==> config.mk <==
export PLATFORM = sky130hd
export DESIGN_NAME = set_of_stacks_with_pop_at
export DESIGN_NICKNAME = d
export VERILOG_FILES = /design/src/design/sosp_pkg.sv /design/src/design/sosp_store.sv /design/src/design/set_of_stacks_with_pop_at.sv
export VERILOG_INCLUDE_DIRS = /design/src /design/src/design
export SDC_FILE = /design/constraint.sdc
export NUM_CORES = 2
export LEC_CHECK = 0
export ABC_CLOCK_PERIOD_IN_PS = 18400
export BUFFER_PORTS_ARGS = -buffer_cell sky130_fd_sc_hd__buf_4
export CAP_MARGIN = 10
export CORE_UTILIZATION = 45
export DETAILED_ROUTE_END_ITERATION = 7
export RECOVER_POWER = 100
export SLEW_MARGIN = 25
export SYNTH_ARGS = -nofsm -noshare
export SYNTH_HDL_FRONTEND = slang
export SYNTH_HIERARCHICAL = 1
export SYNTH_SLANG_ARGS = --single-unit
==> constraint.sdc <==
create_clock -name clk_i -period 18.4 [get_ports clk_i]
set_clock_uncertainty 0.1 [all_clocks]
set_input_delay 0.92 -clock clk_i [delete_from_list [all_inputs] [get_ports clk_i]]
set_output_delay 0.92 -clock clk_i [all_outputs]
set_load 0.01 [all_outputs]
==> src/design/set_of_stacks_with_pop_at_defines.svh <==
// Assertion macros used by the set-of-stacks top design file.
`ifndef SET_OF_STACKS_WITH_POP_AT_DEFINES_SVH
`define SET_OF_STACKS_WITH_POP_AT_DEFINES_SVH

// Check cons in the same cycle whenever ante holds.
`define SOSP_ASSERT_NOW(label, ante, cons, msg) \
  label: assert property (@(posedge clk_i) disable iff (!rst_ni) (ante) |-> (cons)) \
    else $error(msg);

// Check cons in the cycle after ante holds.
`define SOSP_ASSERT_NEXT(label, ante, cons, msg) \
  label: assert property (@(posedge clk_i) disable iff (!rst_ni) (ante) |=> (cons)) \
    else $error(msg);

`endif

==> src/design/sosp_pkg.sv <==
package sosp_pkg;

  // Default geometry of the stack set
  localparam int unsigned SubDepthDef  = 16;
  localparam int unsigned NumSubDef    = 8;
  localparam int unsigned DataWidthDef = 32;

  typedef enum logic [1:0] {
    ACT_PUSH,
    ACT_POP,
    ACT_TOP,
    ACT_POP_AT
  } action_e;

  typedef enum logic [1:0] {
    ST_OK,
    ST_FULL,
    ST_EMPTY,
    ST_RANGE
  } status_e;

  typedef struct packed {
    action_e            action;
    logic signed [31:0] push_value;
    logic [2:0]         sub_index;
  } req_t;

  typedef struct packed {
    logic signed [31:0] top_value;
    status_e            status;
  } rsp_t;

endpackage

==> src/design/sosp_store.sv <==
module sosp_store #(
  parameter int unsigned Depth = 128,
  parameter int unsigned Width = 32,
  localparam int unsigned AddrW = (Depth > 1) ? $clog2(Depth) : 1
) (
  input  logic             clk_i,
  input  logic             wr_en_i,
  input  logic             rd_en_i,
  input  logic [AddrW-1:0] addr_i,
  input  logic [Width-1:0] wr_data_i,
  output logic [Width-1:0] rd_data_o
);

  logic [Width-1:0] mem_q [Depth];
  logic [Width-1:0] rd_data_q;

  // Single-port array, registered read
  always_ff @(posedge clk_i) begin
    if (wr_en_i) begin
      mem_q[addr_i] <= wr_data_i;
    end
    if (rd_en_i) begin
      rd_data_q <= mem_q[addr_i];
    end
  end

  assign rd_data_o = rd_data_q;

endmodule

==> src/design/set_of_stacks_with_pop_at.sv <==
// A request's result passes through the read stage (store read) and then the output register.
// Throughput: one request per cycle while in_stall_o is low; the store is touched at most once per request and
// the target sub-stack's fill count and non-empty flag update in the accept cycle.
// Input stalls only while a result waits in the read stage and the output register is blocked.
// Reset: asynchronous, active low; clears fill counts, flags and the current index at once.
// Entry store contents are not reset; no clearing pass is needed.
`include "set_of_stacks_with_pop_at_defines.svh"

module set_of_stacks_with_pop_at #(
  parameter int unsigned SUB_DEPTH  = sosp_pkg::SubDepthDef,
  parameter int unsigned NUM_SUB    = sosp_pkg::NumSubDef,
  parameter int unsigned DATA_WIDTH = sosp_pkg::DataWidthDef
) (
  input  logic          clk_i,
  input  logic          rst_ni,
  input  logic          in_valid_i,
  output logic          in_stall_o,
  input  sosp_pkg::req_t in_req_i,
  output logic          out_valid_o,
  input  logic          out_stall_i,
  output sosp_pkg::rsp_t out_rsp_o
);
  import sosp_pkg::*;

  localparam int unsigned SubW    = (NUM_SUB > 1) ? $clog2(NUM_SUB) : 1;
  localparam int unsigned CntW    = $clog2(SUB_DEPTH + 1);
  localparam int unsigned Entries = NUM_SUB * SUB_DEPTH;
  localparam int unsigned AddrW   = (Entries > 1) ? $clog2(Entries) : 1;

  logic [SubW-1:0]    cur_q, cur_d;
  logic [NUM_SUB-1:0] nonempty_q, nonempty_d;
  logic [CntW-1:0]    fill_q [NUM_SUB];
  logic [CntW-1:0]    fill_d [NUM_SUB];

  logic               pend_q;
  logic               pend_top_q;
  status_e            pend_status_q;
  logic               out_valid_q;
  rsp_t               out_q;

  logic               accept;
  logic               move;
  logic [NUM_SUB-1:0] full_vec;
  logic               walk_hit, find_hit;
  logic [SubW-1:0]    walk_sub, find_sub;
  logic               cur_full, at_last;
  logic [SubW-1:0]    nxt_sub;
  logic [SubW-1:0]    tgt;
  status_e            acc_status;
  logic [CntW-1:0]    tgt_fill, pos_dec;
  logic [AddrW-1:0]   base_addr, mem_addr;
  logic               mem_we, mem_re;
  logic signed [63:0] push_wide;
  logic [DATA_WIDTH-1:0] rd_data;
  logic signed [63:0] top_wide;

  assign accept     = in_valid_i & ~in_stall_o;
  assign move       = pend_q & (~out_valid_q | ~out_stall_i);
  assign in_stall_o = pend_q & out_valid_q & out_stall_i;

  // Per-sub-stack full flags
  always_comb begin
    for (int j = 0; j < NUM_SUB; j++) begin
      full_vec[j] = (fill_q[j] == CntW'(SUB_DEPTH));
    end
  end

  // Priority find: highest non-empty sub-stack at or below the current / named index
  always_comb begin
    walk_hit = 1'b0;
    walk_sub = '0;
    find_hit = 1'b0;
    find_sub = '0;
    for (int j = 0; j < NUM_SUB; j++) begin
      if (nonempty_q[j] && (j <= int'(cur_q))) begin
        walk_hit = 1'b1;
        walk_sub = SubW'(j);
      end
      if (nonempty_q[j] && (j <= int'(in_req_i.sub_index))) begin
        find_hit = 1'b1;
        find_sub = SubW'(j);
      end
    end
  end

  assign cur_full = full_vec[cur_q];
  assign at_last  = (cur_q == SubW'(NUM_SUB - 1));
  assign nxt_sub  = cur_q + SubW'(1);

  // Decide target sub-stack, status and new current index
  always_comb begin
    tgt        = cur_q;
    acc_status = ST_OK;
    cur_d      = cur_q;
    unique case (in_req_i.action)
      ACT_PUSH: begin
        if (cur_full && at_last) begin
          acc_status = ST_FULL;
        end else begin
          tgt = cur_full ? nxt_sub : cur_q;
          if (full_vec[tgt]) begin
            acc_status = ST_FULL;
          end else begin
            cur_d = tgt;
          end
        end
      end
      ACT_POP, ACT_TOP: begin
        cur_d = walk_hit ? walk_sub : '0;
        tgt   = walk_sub;
        if (!walk_hit) begin
          acc_status = ST_EMPTY;
        end
      end
      ACT_POP_AT: begin
        cur_d = walk_hit ? walk_sub : '0;
        tgt   = find_sub;
        if (!walk_hit) begin
          acc_status = ST_EMPTY;
        end else if (int'(in_req_i.sub_index) >= int'(NUM_SUB)) begin
          acc_status = ST_RANGE;
        end else if (!find_hit) begin
          acc_status = ST_EMPTY;
        end
      end
      default: begin
        acc_status = ST_OK;
      end
    endcase
  end

  assign tgt_fill  = fill_q[tgt];
  assign pos_dec   = tgt_fill - CntW'(1);
  assign base_addr = AddrW'(32'(tgt) * SUB_DEPTH);
  assign mem_addr  = base_addr +
                     ((in_req_i.action == ACT_PUSH) ? AddrW'(tgt_fill) : AddrW'(pos_dec));
  assign mem_we    = accept && (acc_status == ST_OK) && (in_req_i.action == ACT_PUSH);
  assign mem_re    = accept && (acc_status == ST_OK) && (in_req_i.action == ACT_TOP);
  assign push_wide = 64'(in_req_i.push_value);

  // Update fill counts and non-empty flags
  always_comb begin
    fill_d     = fill_q;
    nonempty_d = nonempty_q;
    if (accept && (acc_status == ST_OK)) begin
      unique case (in_req_i.action)
        ACT_PUSH: begin
          fill_d[tgt]     = tgt_fill + CntW'(1);
          nonempty_d[tgt] = 1'b1;
        end
        ACT_POP, ACT_POP_AT: begin
          fill_d[tgt]     = pos_dec;
          nonempty_d[tgt] = (pos_dec != '0);
        end
        default: begin
          fill_d[tgt] = tgt_fill;
        end
      endcase
    end
  end

  sosp_store #(
    .Depth(Entries),
    .Width(DATA_WIDTH)
  ) u_store (
    .clk_i    (clk_i),
    .wr_en_i  (mem_we),
    .rd_en_i  (mem_re),
    .addr_i   (mem_addr),
    .wr_data_i(push_wide[DATA_WIDTH-1:0]),
    .rd_data_o(rd_data)
  );

  assign top_wide = 64'(signed'(rd_data));

  // Hold stack state; advance the read stage and output register
  always_ff @(posedge clk_i or negedge rst_ni) begin
    if (!rst_ni) begin
      cur_q       <= '0;
      nonempty_q  <= '0;
      pend_q      <= 1'b0;
      out_valid_q <= 1'b0;
      for (int j = 0; j < NUM_SUB; j++) begin
        fill_q[j] <= '0;
      end
    end else begin
      if (accept) begin
        cur_q      <= cur_d;
        nonempty_q <= nonempty_d;
        fill_q     <= fill_d;
      end
      if (accept) begin
        pend_q <= 1'b1;
      end else if (move) begin
        pend_q <= 1'b0;
      end
      if (move) begin
        out_valid_q <= 1'b1;
      end else if (!out_stall_i) begin
        out_valid_q <= 1'b0;
      end
    end
  end

  // Payload registers of the pipeline stages
  always_ff @(posedge clk_i) begin
    if (accept) begin
      pend_top_q    <= (in_req_i.action == ACT_TOP) && (acc_status == ST_OK);
      pend_status_q <= acc_status;
    end
    if (move) begin
      out_q.top_value <= pend_top_q ? top_wide[31:0] : '0;
      out_q.status    <= pend_status_q;
    end
  end

  assign out_valid_o = out_valid_q;
  assign out_rsp_o   = out_q;

  `SOSP_ASSERT_NOW(a_top_only_ok, out_valid_o, (out_rsp_o.status == ST_OK) || (out_rsp_o.top_value == '0), "nonzero top value on a failed request")
  `SOSP_ASSERT_NOW(a_cur_range, 1'b1, int'(cur_q) < int'(NUM_SUB), "current sub-stack index out of range")
  `SOSP_ASSERT_NEXT(a_push_nonempty, accept && (in_req_i.action == ACT_PUSH) && (acc_status == ST_OK), nonempty_q[cur_q], "current sub-stack empty after a good push")
  `SOSP_ASSERT_NEXT(a_pend_hold, pend_q && out_valid_o && out_stall_i, pend_q, "pending result dropped under stall")
  `SOSP_ASSERT_NOW(a_stall_cause, in_stall_o, pend_q && out_valid_o, "input stalled with no blocked result")

endmodule

* Word level (Yosys, flattened, before mapping)
Memory sizes are Yosys's and may differ from the RTL's. A register that Yosys moved wholly into a read port is not among the register bits.
Index checks and enable logic that the tools add are counted.
Widths: inputs -> output; s select.
** Storage, ports and cells
- Flip-flop bits (word level) :: 90
- Bits in writable memories :: 4096
- Bits of input ports :: 41
- Output and inout port bits :: 36
- Word-level logic and storage cells :: 164
- Memories :: 1
** Memories
- u_store.mem_q :: depth 128, width 32, rd ports 1, clocked after memory_dff 1, wr ports 1, RTL line sosp_store.sv:14 : logic [Width-1:0] mem_q [Depth];
** Cells by class
- $add $sub $neg :: 4
- Magnitude comparators :: 20
- Equal/unequal tests :: 15
- Mux-type cells :: 66
- Bitwise operators :: 10
- Reduce and logical (&&, ||, !) cells :: 32
** Operator list (number)
- $bwmux 40 :: 3
- $pmux 40 s2 :: 1
- $mux 3 :: 17
- $eq 5x5->1 const B :: 8
- $mux 1 :: 28
- $le 3x3->1 const A :: 8
- $logic_and 1x1->1 :: 21
- $mux 5 :: 4
- $pmux 8 s2 :: 1
- $bmux 5 s3 :: 1
- $demux 5 s3 :: 1
- $le 2x3->1 const A :: 4
- $lt 3x4->1 const B :: 3
- $pmux 3 s3 :: 1
- $bwmux 8 :: 1
- $or 8x8->8 :: 1
- $add 7x5->7 :: 1
- $bmux 1 s3 :: 2
- $le 1x3->1 const A :: 2
- $mux 2 :: 3
- $pmux 2 s3 :: 1
- $pmux 3 s2 :: 1
- $reduce_and 3->1 :: 2
- $add 5x1->5 const B :: 1
- 21 further kinds :: 31

* Logic depth before layout (Yosys ltp)
- Depth after elaboration :: 18
- Mapped depth :: 32
- Mapped depth without buffers :: 25

* Cells and area by module
The synthesis kept the hierarchy.
** Modules (own cells, without submodules)
- sosp_store :: instances 1, cells an instance 8954, area an instance 157577.4 sq um, sequential area each 123958.9 sq um
- set_of_stacks_with_pop_at :: instances 1, cells an instance 668, area an instance 6095.8 sq um, sequential area each 2437.3 sq um

* Least setup slack after synthesis
OpenSTA, ideal clock, no wires.
- Kind :: input to register
- From :: input port in_req_i[35] in the netlist's numbering
- To :: memory u_store.mem_q[72][0], enable pin
- Arrival time :: 8968 ps
- Path slack :: 8830 ps
- Cell stages on the path :: 28
- Buffers on the path :: 7
- Path through :: inv_1 ha_1 clkbuf_1 inv_1 or3_1 nor4b_2 or3_1 buf_6 inv_6 buf_6 mux2i_1 mux2i_1 mux2_2 buf_2 inv_1 ha_1 clkbuf_1 o221a_2 and2_1 xnor2_1 ha_1 ha_1 xnor2_1 clkbuf_1 nor2b_1 clkbuf_1 nand3_1 nor4_1
** Between the ends
- Longest elaborated chain between the ends :: 10
** RTL lines
- start, declared :: RTL line set_of_stacks_with_pop_at.sv:18 : input sosp_pkg::req_t in_req_i,
- $eq 2x2->1 / $eq 2x1->1 (equally long branches) :: RTL line set_of_stacks_with_pop_at.sv:95 : unique case (in_req_i.action)
- $reduce_or 2->1 :: RTL line set_of_stacks_with_pop_at.sv:95
- $pmux 3 s3 :: RTL line set_of_stacks_with_pop_at.sv:95
- $not 3->4 (not written as such) :: RTL line set_of_stacks_with_pop_at.sv:132 : assign tgt_fill = fill_q[tgt];
- $bmux 5 s3 :: RTL line set_of_stacks_with_pop_at.sv:132
- $mux 5 (not written as such) (2 in series) :: RTL line set_of_stacks_with_pop_at.sv:132
- $sub 5x1->5 :: RTL line set_of_stacks_with_pop_at.sv:133 : assign pos_dec = tgt_fill - CntW'(1);
- $mux 5 :: RTL line set_of_stacks_with_pop_at.sv:136 : ((in_req_i.action == ACT_PUSH) ? AddrW'(tgt_fill) : AddrW'(pos_dec));
- $add 7x5->7 * :: RTL line set_of_stacks_with_pop_at.sv:135 : assign mem_addr = base_addr +
- via mem_addr[6] :: RTL line set_of_stacks_with_pop_at.sv:51 : logic [AddrW-1:0] base_addr, mem_addr;
- end, declared :: RTL line sosp_store.sv:14
Mark *: on every way through the listed nets, which the timed path passes. The rest lies on a longest branch. The select of a mux whose other input is x is not followed.

* Final worst setup path
- From :: register cur_q[1]
- To :: memory u_store.mem_q[114][12], enable pin
** Between the ends
- Longest elaborated chain between the ends :: 17
** RTL lines
- start, declared :: RTL line set_of_stacks_with_pop_at.sv:30 : logic [SubW-1:0] cur_q, cur_d;
- start signal, assigned :: RTL line set_of_stacks_with_pop_at.sv:188 : cur_q <= cur_d;
- $le 1x3->1 :: RTL line set_of_stacks_with_pop_at.sv:75 : if (nonempty_q[j] && (j <= int'(cur_q))) begin
- $logic_and 1x1->1 :: RTL line set_of_stacks_with_pop_at.sv:75
- $mux 1 :: RTL line set_of_stacks_with_pop_at.sv:75
- $mux 3 (6 in series) :: RTL line set_of_stacks_with_pop_at.sv:75
- $pmux 3 s3 * :: RTL line set_of_stacks_with_pop_at.sv:95
- $not 3->4 (not written as such) * :: RTL line set_of_stacks_with_pop_at.sv:132
- $bmux 5 s3 * :: RTL line set_of_stacks_with_pop_at.sv:132
- $mux 5 (not written as such) * (2 in series) :: RTL line set_of_stacks_with_pop_at.sv:132
- $sub 5x1->5 :: RTL line set_of_stacks_with_pop_at.sv:133
- $mux 5 * :: RTL line set_of_stacks_with_pop_at.sv:136
- $add 7x5->7 * :: RTL line set_of_stacks_with_pop_at.sv:135
- via mem_addr[2] :: RTL line set_of_stacks_with_pop_at.sv:51
Marked as above.

==> summary.md <==
| Metric | Value |
|---|---|
| Critical Path RT | 18.99 ns |
| CTS root buffer | clkbuf_16 |
| Final setup violation count | 0 |
| Post-layout minimum cycle time | 14.55 ns |
| CTS tree | yes |
| HP Start | out_stall_i |
| Critical path endpoint category | flip-flop |
| Detailed Place HPWL | 366,000 µm |
| RSZ-0062 raised after global routing | false |
| WL/cell | 40.3 µm |
| Die W | 605 µm |
| # IOs | 77 |
| Fin. Hold Viols | 0 |
| Failing checks | design-rule violations, max-capacitance violations, max-slew violations |
| Share of cells above drive strength 1 | 13.8% |
| Clk_lat worst skew | 1.01 ns |
| Library cells used by synthesis | 101 |
| Remaining antenna violation count after routing | 0 |
| Top cell by count, worst path | clkbuf_1 |
| Synth Instances | 9,622 |
| Clock tree buffer depth | 4 |
| CP max stage delay | 2.04 ns |
| Register bit total from synthesis | 4,218 |
| Vias | 104,000 |
| Number of synthesized flops with an enable pin | 4,165 |
| Die ar. | 366,000 µm² |
| Mapped Area | 164,000 µm² |
| Port Buffers | 76 |
| Reg2Reg Launch Point | cur_q[1]$_DFFE_PN0P_ |
| Final instance area | 185,000 µm² |
| Synthesized Nets | 9,676 |
| First-pass GRT wire length | 819,000 µm |
| Cell Rows | 221 |
| Reg clk slew, reported paths | 0.07 ns |
| Crit Path Class | reg -> reg |
| Slowest stage cell on the critical path | nand2_1 |
| Die Span Y | 605 µm |
| DRC Markers | 3 |
| Worst Path Buf+Inv | 6 |
| Area delta synth->final | 12.9% |
| Worst setup path start | cur_q[1]$_DFFE_PN0P_ |
| Arrival @ worst endpoint | 15.14 ns |
| Post-synth top flop | edfxtp_1 |
| Fillers | 29,400 |
| CP Launch Type | flip-flop |
| Post-Place Worst Slack | 7.67 ns |
| Max Slew Vio Count | 6,224 |
| Total gr overflow | 0 |
| Cell Area, Placed | 173,000 µm² |
| Critical path fanouts, max | 32 |
| 1st-pass router iterations | 8 |
| Yosys warning count | 6 |
| Total CTS buffers | 428 |
| Gpl congestion | 0.961 |
| CP delay by family, top | simple AND/OR/NAND/NOR gates |
| Total Neg Setup Slack | 0 ns |
| Status | finished with violations |
| Initial DRC count | 18,900 |
| H-tree depth | 5 |
| Top-area cell type share of the netlist area | 76.4% |
| Post-synthesis async set-or-reset flop share | 1.26% |
| Initial Utilization | 45.2% |
| All-Layer GR Usage | 32.3% |
| Core Area | 362,000 µm² |
| Max_cap viols | 170 |
| Slew headroom | -247% |
| Synth area leader | edfxtp_1 |
| Min-Delay Path Class | in -> reg |
| Final hold slack | 0.0958 ns |
| Avg Synthesized Cell Area | 17.0 µm² |
| Initial antenna violation count | 84 |
| Worst setup margin | 3.85 ns |
| Clk sink count | 4,218 |
| Top post-synthesis cells by area | edfxtp_1 (76%), a221oi_1 (4.6%), a22oi_1 (2.2%), mux2_2 (2.0%), a21oi_1 (1.4%) |
| DR vias/cell | 6.97 |
| Final WL | 604,000 µm |
| Vias in the first global route | 96,800 |
| Register area share after synthesis | 77.2% |
| Final Cycle Share | 79.1% |
| Fin nets | 9,845 |
| Fmax | 68.7 MHz |
| CP Cell Sequence | inv_1 -> ha_1 -> and2_1 -> o21ai_0 -> nand3_1 -> a221oi_1 -> a311o_1 -> mux2i_1 -> mux2_1 -> inv_1 -> ha_1 -> nand2_1 -> xnor2_2 -> clkbuf_1 -> clkbuf_1 -> nor3b_1 -> clkbuf_1 -> nand2_1 -> nor2_1 -> buf_8 |
| Worst-Margin Slew | 5.21 ns |
| Pin count of the biggest net entering global routing | 119 |
[logic make-up (layout without fill, tap and decap cells)]
| kind of cell | count (synthesis) | count (layout) | share of synthesized area (%) |
|---|---|---|---|
| compound gates | 2956 | 2956 | 13.3 |
| flops | 4218 | 4218 | 77.2 |
| simple gates | 1123 | 1123 | 3.36 |
| mux | 506 | 506 | 3.86 |
| fa+ha+maj | 13 | 13 | 0.0994 |
| other cells | 0 | 35 | 0 |
| buf+inv | 795 | 1321 | 2.11 |
| xor+xnor | 11 | 11 | 0.0749 |
[cell usage in the layout, fill, tap and decap left out, types with 102 or more instances in the layout]
| cell type | Yosys | final |
|---|---|---|
| buf_4 | 28 | 213 |
| clkbuf_16 | 0 | 435 |
| a21oi_1 | 471 | 465 |
| clkinv_1 | 1 | 117 |
| mux2i_1 | 147 | 147 |
| nor2_1 | 360 | 291 |
| nand2_1 | 297 | 291 |
| nor2b_1 | 110 | 102 |
| clkbuf_1 | 345 | 307 |
| o22ai_1 | 184 | 181 |
| edfxtp_1 | 4165 | 4165 |
| a22oi_1 | 471 | 472 |
| a221oi_1 | 852 | 850 |
| o21ai_0 | 369 | 350 |
| mux2_2 | 285 | 283 |
[worst paths after layout]
check                                              endpoint  depth (start not counted)  slack (ns)
hold / removal                      out_valid_o$_DFFE_PN0P_                          2         0.1
max in group asynchronous            fill_q[13]$_DFFE_PN0P_                          2       14.84
setup reg to reg           u_store/mem_q[114][12]$_DFFE_PP_                         20        3.85
min in group asynchronous           out_valid_o$_DFFE_PN0P_                          2        1.49
setup / recovery           u_store/mem_q[114][12]$_DFFE_PP_                         20        3.85
hold reg to reg                      out_rsp_o[0]$_DFFE_PP_                          0        0.33
[flip-flops by register name, indices dropped and copies added, names as in the netlist, 2 cells and up]
register           cells
cur_q                  3
fill_q                40
nonempty_q             8
out_rsp_o             34
pend_status_q          2
u_store/mem_q       4096
u_store/rd_data_o     32
[worst reg2reg max path, cell delays in order (launching register included)]
cell	delay, ns
dfrtp_1	0.84
inv_1	0.33
ha_1	0.29
and2_1	0.16
o21ai_0	0.22
nand3_1	0.17
a221oi_1	0.54
a311o_1	0.81
mux2i_1	0.19
mux2_1	0.54
inv_1	0.20
ha_1	0.45
nand2_1	0.17
xnor2_2	0.18
clkbuf_1	0.87
clkbuf_1	1.13
nor3b_1	1.75
clkbuf_1	1.09
nand2_1	2.08
nor2_1	1.85
buf_8	0.28
[layer usage]
| metal | vias up | track usage, % | wire length (µm) |
|---|---|---|---|
| met4 | 42 | 18.3 | 41000 |
| li1 | 40500 | - | - |
| met3 | 1541 | 9.71 | 85600 |
| met1 | 53700 | 43.6 | 218000 |
| met2 | 8506 | 46.6 | 258000 |
| met5 | - | 0 | 277 |
[layout make-up]
cell class	instances	area, µm²	area share [%]
flip-flops and latches	4218	126000	68.4
multi-input cells	4609	34600	18.7
clock buffers	522	11200	6.07
well taps	4794	6000	3.25
repair buffers	506	4080	2.20
clock inverters	265	2320	1.25
inverters	28	136	0.0738
diodes	35	87.6	0.0474
[per-stage QoR]
step / instances / util, %
global placement: 14100 / 47.2
finish: 15000 / 51.0
global route: 14900 / 51.0
CTS: 14900 / 51.6
floorplan: 9622 / -
detailed placement: 14100 / 47.8
[synth_stat cells (22+ instances only)]
library cell	n
a211o_1	22
a211oi_1	50
a21oi_1	471
a221o_1	65
a221oi_1	852
a222oi_1	45
a22o_1	45
a22oi_1	471
a31oi_1	43
and2_1	47
buf_1	138
buf_2	250
buf_4	28
clkbuf_1	345
dfrtp_1	53
edfxtp_1	4165
mux2_2	285
mux2i_1	147
mux4_2	71
nand2_1	297
nand2b_1	28
nand3_1	48
nand3b_1	32
nor2_1	360
nor2b_1	110
nor3_1	51
o211ai_1	23
o21ai_0	369
o221ai_1	51
o22a_1	36
o22ai_1	184
o2bb2ai_1	27
[timing repair]
action,in CTS,in global routing
hold endpoints to repair,56,0
buffers inserted,0,0
gates resized for setup,0,0
hold buffers,3,0
endpoints found under the setup margin,0,0
Power is left out: the tool's default activity adds up to more than one toggle a clock period on the data nets, which glitch-free logic cannot reach.
